## src/hw/rtl/rcc_pkg.sv

```systemverilog
// Shared types and constants for the recycling chunk cache.
`timescale 1ns / 1ps
package rcc_pkg;
  localparam int TABLE_ENTRIES_DEF = 32;
  localparam int ADDRESS_BITS_DEF  = 48;
  localparam int OUT_AW            = 48;
  localparam int SIZE_W            = 32;
  localparam int MAX_RELEASE       = 32;

  localparam logic [2:0] OP_ALLOC  = 3'd0;
  localparam logic [2:0] OP_ADOPT  = 3'd1;
  localparam logic [2:0] OP_FREE   = 3'd2;
  localparam logic [2:0] OP_SHRINK = 3'd3;
  localparam logic [2:0] OP_REPORT = 3'd4;

  localparam logic [3:0] ST_HIT      = 4'd0;
  localparam logic [3:0] ST_MISS     = 4'd1;
  localparam logic [3:0] ST_REJECT   = 4'd2;
  localparam logic [3:0] ST_ADOPTED  = 4'd3;
  localparam logic [3:0] ST_FULL     = 4'd4;
  localparam logic [3:0] ST_FREED    = 4'd5;
  localparam logic [3:0] ST_NOTFOUND = 4'd6;
  localparam logic [3:0] ST_RELEASED = 4'd7;
  localparam logic [3:0] ST_NONE     = 4'd8;
  localparam logic [3:0] ST_REPORT   = 4'd9;

  localparam logic [1:0] CFG_MIN  = 2'd0;
  localparam logic [1:0] CFG_TOL  = 2'd1;
  localparam logic [1:0] CFG_BACK = 2'd2;

  localparam logic [15:0] TOL_ONE   = 16'd256;
  localparam logic [47:0] BYTES_MAX = 48'hFFFF_FFFF_FFFF;

  typedef struct packed {
    logic [SIZE_W-1:0] size;
    logic              valid;
    logic              used;
  } meta_t;
endpackage

```

## src/hw/rtl/rcc_ctrl.sv

```systemverilog
// Head controller: config, scan of the ring, write-back and result words.
`timescale 1ns / 1ps
module rcc_ctrl #(
  parameter int N  = rcc_pkg::TABLE_ENTRIES_DEF,
  parameter int AW = rcc_pkg::ADDRESS_BITS_DEF
) (
  input  logic                  clk,
  input  logic                  rst_n,
  input  logic                  start,
  output logic                  busy,
  input  logic [2:0]            op,
  input  logic [31:0]           req,
  input  logic [AW-1:0]         addr,
  input  logic                  cfg_wr,
  input  logic [1:0]            cfg_index,
  input  logic [31:0]           cfg_data,
  input  logic [AW-1:0]         head_addr,
  input  rcc_pkg::meta_t        head_meta,
  output logic [AW-1:0]         feed_addr,
  output rcc_pkg::meta_t        feed_meta,
  output logic                  shift_en,
  output logic                  wr_en,
  output logic [$clog2(N)-1:0]  wr_idx,
  output logic [AW-1:0]         wr_addr,
  output rcc_pkg::meta_t        wr_meta,
  output logic                  out_valid,
  output logic [3:0]            out_status,
  output logic [AW-1:0]         out_addr,
  output logic [31:0]           out_size,
  output logic [6:0]            out_count,
  output logic [47:0]           out_used,
  output logic [47:0]           out_held,
  output logic                  out_last
);
  localparam int IW = $clog2(N);
  localparam int CW = $clog2(N + 1);
  localparam logic [1:0] S_IDLE = 2'd0;
  localparam logic [1:0] S_SETUP = 2'd1;
  localparam logic [1:0] S_SCAN = 2'd2;
  localparam logic [1:0] S_FIN = 2'd3;

  logic [1:0]    state_r;
  logic [CW-1:0] cnt_r;
  logic [31:0]   min_r;
  logic [15:0]   tol_r;
  logic          back_r;
  logic [2:0]    op_r;
  logic [31:0]   req_r;
  logic [AW-1:0] a_r;
  logic [31:0]   need_r;
  logic [39:0]   limit_r;
  logic          hit_v_r, match_v_r, slot_v_r, pend_v_r;
  logic [IW-1:0] hit_idx_r, match_idx_r, slot_idx_r;
  logic [31:0]   hit_size_r, match_size_r, pend_size_r;
  logic [AW-1:0] hit_addr_r, pend_addr_r;
  logic          match_used_r;
  logic [5:0]    rel_cnt_r;
  logic [6:0]    cnt_valid_r;
  logic [47:0]   used_sum_r, held_sum_r;

  logic [IW-1:0] idx;
  logic [31:0]   need;
  logic [15:0]   tol_eff;
  logic [47:0]   prod;
  logic          cand, rel, is_match;
  logic [48:0]   held_add, used_add;

  assign busy = (state_r != S_IDLE);
  assign idx = cnt_r[IW-1:0];
  assign need = (req_r < min_r) ? min_r : req_r;
  assign tol_eff = (tol_r < rcc_pkg::TOL_ONE) ? rcc_pkg::TOL_ONE : tol_r;
  assign prod = 48'(need) * 48'(tol_eff);
  assign cand = head_meta.valid && !head_meta.used && head_meta.size >= need_r
                && {8'd0, head_meta.size} <= limit_r;
  assign rel = (op_r == rcc_pkg::OP_SHRINK) && head_meta.valid && !head_meta.used
               && rel_cnt_r < 6'(rcc_pkg::MAX_RELEASE);
  assign is_match = head_meta.valid && head_addr == a_r;
  assign held_add = {1'b0, held_sum_r} + 49'(head_meta.size);
  assign used_add = {1'b0, used_sum_r} + 49'(head_meta.size);

  assign shift_en = (state_r == S_SCAN);
  always_comb begin
    feed_addr = head_addr;
    feed_meta = head_meta;
    if (rel) feed_meta.valid = 1'b0;
  end

  always_comb begin
    wr_en = 1'b0;
    wr_idx = match_idx_r;
    wr_addr = a_r;
    wr_meta.size = req_r;
    wr_meta.valid = 1'b1;
    wr_meta.used = 1'b1;
    if (state_r == S_FIN) begin
      case (op_r)
        rcc_pkg::OP_ALLOC: begin
          wr_en = (req_r != 32'd0) && hit_v_r;
          wr_idx = hit_idx_r;
          wr_addr = hit_addr_r;
          wr_meta.size = hit_size_r;
        end
        rcc_pkg::OP_ADOPT: begin
          wr_en = (a_r != '0) && (match_v_r || slot_v_r);
          wr_idx = match_v_r ? match_idx_r : slot_idx_r;
        end
        rcc_pkg::OP_FREE: begin
          wr_en = (a_r != '0) && match_v_r && match_used_r;
          wr_meta.size = match_size_r;
          wr_meta.used = 1'b0;
        end
        default: wr_en = 1'b0;
      endcase
    end
  end

  always_ff @(posedge clk) begin
    if (!rst_n) begin
      state_r <= S_IDLE;
      cnt_r <= '0;
      min_r <= 32'd0;
      tol_r <= rcc_pkg::TOL_ONE;
      back_r <= 1'b1;
      out_valid <= 1'b0;
      pend_v_r <= 1'b0;
    end else begin
      out_valid <= 1'b0;
      if (cfg_wr) begin
        case (cfg_index)
          rcc_pkg::CFG_MIN:  min_r <= cfg_data;
          rcc_pkg::CFG_TOL:  tol_r <= cfg_data[15:0];
          rcc_pkg::CFG_BACK: back_r <= cfg_data[0];
          default: ;
        endcase
      end
      case (state_r)
        S_IDLE: begin
          if (start) begin
            op_r <= op;
            req_r <= req;
            a_r <= addr;
            state_r <= S_SETUP;
          end
        end
        S_SETUP: begin
          need_r <= need;
          limit_r <= prod[47:8];
          hit_v_r <= 1'b0;
          match_v_r <= 1'b0;
          slot_v_r <= 1'b0;
          pend_v_r <= 1'b0;
          rel_cnt_r <= 6'd0;
          cnt_valid_r <= 7'd0;
          used_sum_r <= 48'd0;
          held_sum_r <= 48'd0;
          cnt_r <= '0;
          state_r <= S_SCAN;
        end
        S_SCAN: begin
          if (cand && (!hit_v_r || head_meta.size < hit_size_r)) begin
            hit_v_r <= 1'b1;
            hit_idx_r <= idx;
            hit_size_r <= head_meta.size;
            hit_addr_r <= head_addr;
          end
          if (is_match && !match_v_r) begin
            match_v_r <= 1'b1;
            match_idx_r <= idx;
            match_used_r <= head_meta.used;
            match_size_r <= head_meta.size;
          end
          if (!head_meta.valid && !slot_v_r) begin
            slot_v_r <= 1'b1;
            slot_idx_r <= idx;
          end
          if (head_meta.valid) begin
            cnt_valid_r <= cnt_valid_r + 7'd1;
            held_sum_r <= held_add[48] ? rcc_pkg::BYTES_MAX : held_add[47:0];
            if (head_meta.used)
              used_sum_r <= used_add[48] ? rcc_pkg::BYTES_MAX : used_add[47:0];
          end
          if (rel) begin
            rel_cnt_r <= rel_cnt_r + 6'd1;
            pend_v_r <= 1'b1;
            pend_addr_r <= head_addr;
            pend_size_r <= head_meta.size;
            if (pend_v_r) begin
              out_valid <= 1'b1;
              out_status <= rcc_pkg::ST_RELEASED;
              out_addr <= pend_addr_r;
              out_size <= pend_size_r;
              out_count <= 7'd0;
              out_used <= 48'd0;
              out_held <= 48'd0;
              out_last <= 1'b0;
            end
          end
          cnt_r <= cnt_r + 1'b1;
          if (cnt_r == CW'(N - 1)) state_r <= S_FIN;
        end
        default: begin
          out_valid <= 1'b1;
          out_last <= 1'b1;
          out_status <= rcc_pkg::ST_REJECT;
          out_addr <= '0;
          out_size <= 32'd0;
          out_count <= 7'd0;
          out_used <= 48'd0;
          out_held <= 48'd0;
          case (op_r)
            rcc_pkg::OP_ALLOC: begin
              if (req_r != 32'd0) begin
                if (hit_v_r) begin
                  out_status <= rcc_pkg::ST_HIT;
                  out_addr <= hit_addr_r;
                  out_size <= hit_size_r;
                end else begin
                  out_status <= back_r ? rcc_pkg::ST_MISS : rcc_pkg::ST_REJECT;
                  out_size <= need_r;
                end
              end
            end
            rcc_pkg::OP_ADOPT: begin
              if (a_r != '0) begin
                out_status <= (match_v_r || slot_v_r) ? rcc_pkg::ST_ADOPTED
                                                      : rcc_pkg::ST_FULL;
                out_addr <= a_r;
                out_size <= req_r;
              end
            end
            rcc_pkg::OP_FREE: begin
              out_addr <= a_r;
              if (a_r != '0 && match_v_r && match_used_r) begin
                out_status <= rcc_pkg::ST_FREED;
                out_size <= match_size_r;
              end else begin
                out_status <= rcc_pkg::ST_NOTFOUND;
              end
            end
            rcc_pkg::OP_SHRINK: begin
              if (pend_v_r) begin
                out_status <= rcc_pkg::ST_RELEASED;
                out_addr <= pend_addr_r;
                out_size <= pend_size_r;
              end else begin
                out_status <= rcc_pkg::ST_NONE;
              end
            end
            rcc_pkg::OP_REPORT: begin
              out_status <= rcc_pkg::ST_REPORT;
              out_count <= cnt_valid_r;
              out_used <= used_sum_r;
              out_held <= held_sum_r;
            end
            default: out_status <= rcc_pkg::ST_REJECT;
          endcase
          pend_v_r <= 1'b0;
          state_r <= S_IDLE;
        end
      endcase
    end
  end
endmodule
```

## config.mk

```make
export PLATFORM = sky130hd
export DESIGN_NAME = rcc_ctrl
export DESIGN_NICKNAME = d
export VERILOG_FILES = /design/src/hw/rtl/rcc_pkg.sv /design/src/hw/rtl/rcc_ctrl.sv
export SDC_FILE = /design/constraint.sdc
export NUM_CORES = 2
export LEC_CHECK = 0
export ABC_CLOCK_PERIOD_IN_PS = 16370
export BUFFER_PORTS_ARGS = -buffer_cell sky130_fd_sc_hd__buf_2
export CAP_MARGIN = 20
export CORE_MARGIN = 4
export CORE_UTILIZATION = 55
export CTS_CLUSTER_DIAMETER = 80
export CTS_CLUSTER_SIZE = 10
export DETAILED_ROUTE_END_ITERATION = 8
export GPL_ROUTABILITY_DRIVEN = 0
export PLACE_DENSITY_LB_ADDON = 0.25
export SYNTH_ARGS = -nofsm -noshare
export SYNTH_HDL_FRONTEND = slang
export SYNTH_SLANG_ARGS = --single-unit
export TNS_END_PERCENT = 10
```

## constraint.sdc

```tcl
create_clock -name clk -period 16.37 [get_ports clk]
set_clock_uncertainty 0.2 [all_clocks]
set_input_delay 3.274 -clock clk [delete_from_list [all_inputs] [get_ports clk]]
set_output_delay 3.274 -clock clk [all_outputs]
set_load 0.05 [all_outputs]
```

==> flow_summary.yaml <==
outcome:
  outcome: "complete, no violations"
logic_synthesis:
  mappedNetlistArea_um2: 51970
  synthesis_warning_total: 0
  avgSynthCellArea_um2: 10.62
  synth.net_count: 5829
  synthAdderAreaFrac: 0.2372
  synth_mux_area_frac: 0.02405
  synthTopCellsByArea: "sky130_fd_sc_hd__edfxtp_1, sky130_fd_sc_hd__fa_1, sky130_fd_sc_hd__ha_1"
  synth.ff_latch_count: 722
  seq_area_frac_synth: 0.4058
  synth_top_area_frac: 0.3831
  netlist_instances: 4892
  synthSimpleGateAreaFrac: 0.1311
  synth_ff_type: "sky130_fd_sc_hd__edfxtp_1"
  synth_edf_count: 663
  synthDistinctLibCells: 84
  yosys.area_share.xor_xnor: 0.02460
  synth_top_family_by_area: "adder cells"
  ys_async_sr_fraction: 0
  synth-compound-area-share: 0.1025
  post-synth-top-area-cell: "sky130_fd_sc_hd__edfxtp_1"
timing:
  worstMarginPinSlew_ns: 1.115
  max_freq_ghz: 0.1027
  hold_viol_final: 0
  period_needed_ns: 9.738
  setup_viol: 0
  unrepaired_setup_endpoints_after_global_routing: "false"
  final_min_period_over_clock_period: 0.5949
  setup-tns-final_ns: 0
  slew-limit-headroom: 0.2552
  worst_slack_ns: 6.632
  slew_violations: 0
routing:
  drt_drc_violations_left: 0
  finalWirelength_mm: 159.2
  vias_per_cell: 5.886
  drtAntennaViolNets: 0
  wl_per_cell_um: 24.15
  drt_pre_antenna_iters: 7
  drtIter0Drc: 3550
  route.vias.total: 38800
grt:
  grt_first_pass_wirelength_mm: 237.6
  grt_max_degree: 167
  grt_pass1_vias: 38400
  grt_usage: 0.3178
  globalRouteOverflowTotal: 0
  antenna_found_initial: 19
clock_tree:
  clock_slew_at_reported_path_ffs_ns: 0.06
  clock_sinks: 722
  cts.repair.resized: 0
  cts_tree: "done"
  cts_hold_buf: 0
  htreeDepth: 3
  clockBufferDepth: 3
  clk-insertion-delay-late_ns: 0.65
  post-cts-setup-buffers: 0
  cts_inserted_buffers: 82
  clock_tree.root_cell: "sky130_fd_sc_hd__clkbuf_16"
die:
  pin_count: 564
  floorplan.initialDensity: 0.5560
  die_width_um: 315.4
  rows: 112
  floorplan.core_area_um2: 93470
  vertical_die_dimension_um: 315.4
  dieArea_um2: 99480
setup_path:
  timing.critical_path.to_type: "flop"
  critPathArrivalTime_ns: 9.91
  r2r_cells: 33
  worst_stage_delay_on_the_critical_path_ns: 0.60
  critical_path.most_common_cell: "sky130_fd_sc_hd__inv_1"
  rr_endpoint: "limit_r[30]"
  setup.reg_to_reg.worst_slack_ns: 6.63
  startpoint_type: "flop"
  setup.worst_path.start: "req_r[15]"
  crit-reg2reg-launch: "req_r[15]"
  worst_ep_required_time_ns: 16.54
  worst_path_max_delay_cell: "sky130_fd_sc_hd__mux2i_4"
  start_to_end_type_of_the_worst_setup_path: "flop to flop"
  crit_path_max_fanout: 24
power:
  peakVddDrop_mv: 0.1116
  power.density_nw_per_um2: 120.3
  static-leakage-power_nw: 24.29
worst_hold_path:
  hold_path_depth: 2
  min_delay_worst_endpoint: "min_r[30]"
  min_from: "min_r[30]"
  hold_class: "flop to flop"
layout:
  flow.area_growth_from_synthesis_pct: 11.09
  design.final.nets: 6225
  layout-drive-gt1-share: 0.1527
  final.fill_count: 7648
placed_design:
  pre_cts_slack_ns: 6.703
  sum_of_net_half_perimeters_after_detailed_placement_mm: 116.8
  number_of_buffers_added_on_ports: 562
flow_run:
  max_cap_violations: 0
cell usage in the layout (no fill, tap or decap), types with 23 or more instances in the layout:
master                      count
sky130_fd_sc_hd__a21boi_0      53
sky130_fd_sc_hd__and2_1       279
sky130_fd_sc_hd__xor2_1        67
sky130_fd_sc_hd__a21oi_1      237
sky130_fd_sc_hd__nor3_1        46
sky130_fd_sc_hd__and3_1        25
sky130_fd_sc_hd__nand2b_1      34
sky130_fd_sc_hd__clkbuf_1      36
sky130_fd_sc_hd__nor2_1       238
sky130_fd_sc_hd__buf_2        562
sky130_fd_sc_hd__xnor2_1       79
sky130_fd_sc_hd__nor4_1        38
sky130_fd_sc_hd__nand4_1       43
sky130_fd_sc_hd__clkbuf_16     82
sky130_fd_sc_hd__inv_1        651
sky130_fd_sc_hd__a221oi_1      40
sky130_fd_sc_hd__fa_1         419
sky130_fd_sc_hd__o21a_1        23
sky130_fd_sc_hd__mux2i_1       45
sky130_fd_sc_hd__a22oi_1       80
sky130_fd_sc_hd__o21ai_0      113
sky130_fd_sc_hd__edfxtp_1     663
sky130_fd_sc_hd__nand3_1       79
sky130_fd_sc_hd__mux2_2        67
sky130_fd_sc_hd__nand2_1      542
sky130_fd_sc_hd__ha_1         314
sky130_fd_sc_hd__dfxtp_1       57
sky130_fd_sc_hd__nor2b_1       37
sky130_fd_sc_hd__a31oi_1       53
sky130_fd_sc_hd__buf_4         39
sky130_fd_sc_hd__a21o_1        91
routing by layer:
metal  vias to the layer above  track usage  share of wire
met5                         -            0         0.0012
met4                        14       0.1587          0.055
met3                       394      0.07924           0.11
met2                      2025       0.5046           0.46
met1                     19040       0.4095           0.38
li1                      17330            -              -
synthesized netlist by cell type, types with 79 or more instances:
master,number
sky130_fd_sc_hd__o21ai_0,113
sky130_fd_sc_hd__inv_1,652
sky130_fd_sc_hd__buf_4,82
sky130_fd_sc_hd__nor2_1,243
sky130_fd_sc_hd__ha_1,315
sky130_fd_sc_hd__fa_1,419
sky130_fd_sc_hd__nand2_1,542
sky130_fd_sc_hd__nand3_1,79
sky130_fd_sc_hd__edfxtp_1,663
sky130_fd_sc_hd__xnor2_1,79
sky130_fd_sc_hd__a21o_1,91
sky130_fd_sc_hd__a21oi_1,239
sky130_fd_sc_hd__a22oi_1,80
sky130_fd_sc_hd__and2_1,283
sky130_fd_sc_hd__clkbuf_1,194
worst max path at each step:
stage | endpoint | slack, ns
3_3_place_gp | limit_r[30] | 6.82
2_1_floorplan | out_addr[0] | 2.49
4_1_cts | limit_r[30] | 6.67
3_5_place_dp | limit_r[30] | 6.70
5_1_grt | limit_r[30] | 6.24
6_report | limit_r[30] | 6.63
state kept, by name (all words and copies together) (netlist names), 32 cells and up:
name          cells
a_r              48
held_sum_r       48
hit_addr_r       48
out_addr         48
out_held         48
out_used         48
pend_addr_r      48
used_sum_r       48
limit_r          40
hit_size_r       32
match_size_r     32
min_r            32
need_r           32
out_size         32
pend_size_r      32
req_r            32
per-stage QoR:
stage                     std cells  hold slack (ns)  area, um2  utilization  total power, mW
after floorplan                4892           0.2522      51970            -            4.586
after CTS                      6579           0.2797      57650       0.6167            6.939
after global placement         6453           0.2655      55380       0.5925            5.258
after detailed placement       6453           0.2725      55380       0.5925            5.307
after global routing           6591           0.3085      57730       0.6177            7.298
final                          6592           0.2798      57740       0.6177            6.948
power breakdown:
part           leakage (nW)  internal (mW)  switching, mW
clock                  1.09          0.920          0.719
sequential             6.60           2.42          0.164
combinational          16.6          0.794           1.93
total                  24.3           4.14           2.81
cell families (layout without fill, tap and decap cells):
| kind of cell | Yosys count | after routing |
|---|---|---|
| simple gates | 1416 | 1416 |
| buf+inv | 951 | 1389 |
| compound gates | 808 | 808 |
| fa+ha+maj | 734 | 734 |
| flops | 722 | 722 |
| xor+xnor | 146 | 146 |
| mux | 114 | 114 |
| other cells | 1 | 9 |
final cells by class:
type	instances	area (um2)	share of cell area
multi-input cells	3219	27130	0.4698
well taps	1254	1569	0.02718
repair buffers	607	3196	0.05535
diodes	8	20.02	0.0003467
inverters	656	2467	0.04274
clock buffers	118	2187	0.03788
clock inverters	8	77.57	0.001344
flip-flops and latches	722	21090	0.3653
worst max-delay path, delay by kind of cell, from the launching register on:
kind                       cells  cell delay [ns]
adders and majority gates      8             3.19
AOI/OAI and AO/OA              9             2.16
and+or+nand+nor                7             1.51
buffers and inverters          7             1.21
muxes                          1             0.60
DFF                            1             0.52
xor gates and xnor gates       1             0.08
Note: power is estimated with default switching activity, not from simulation.
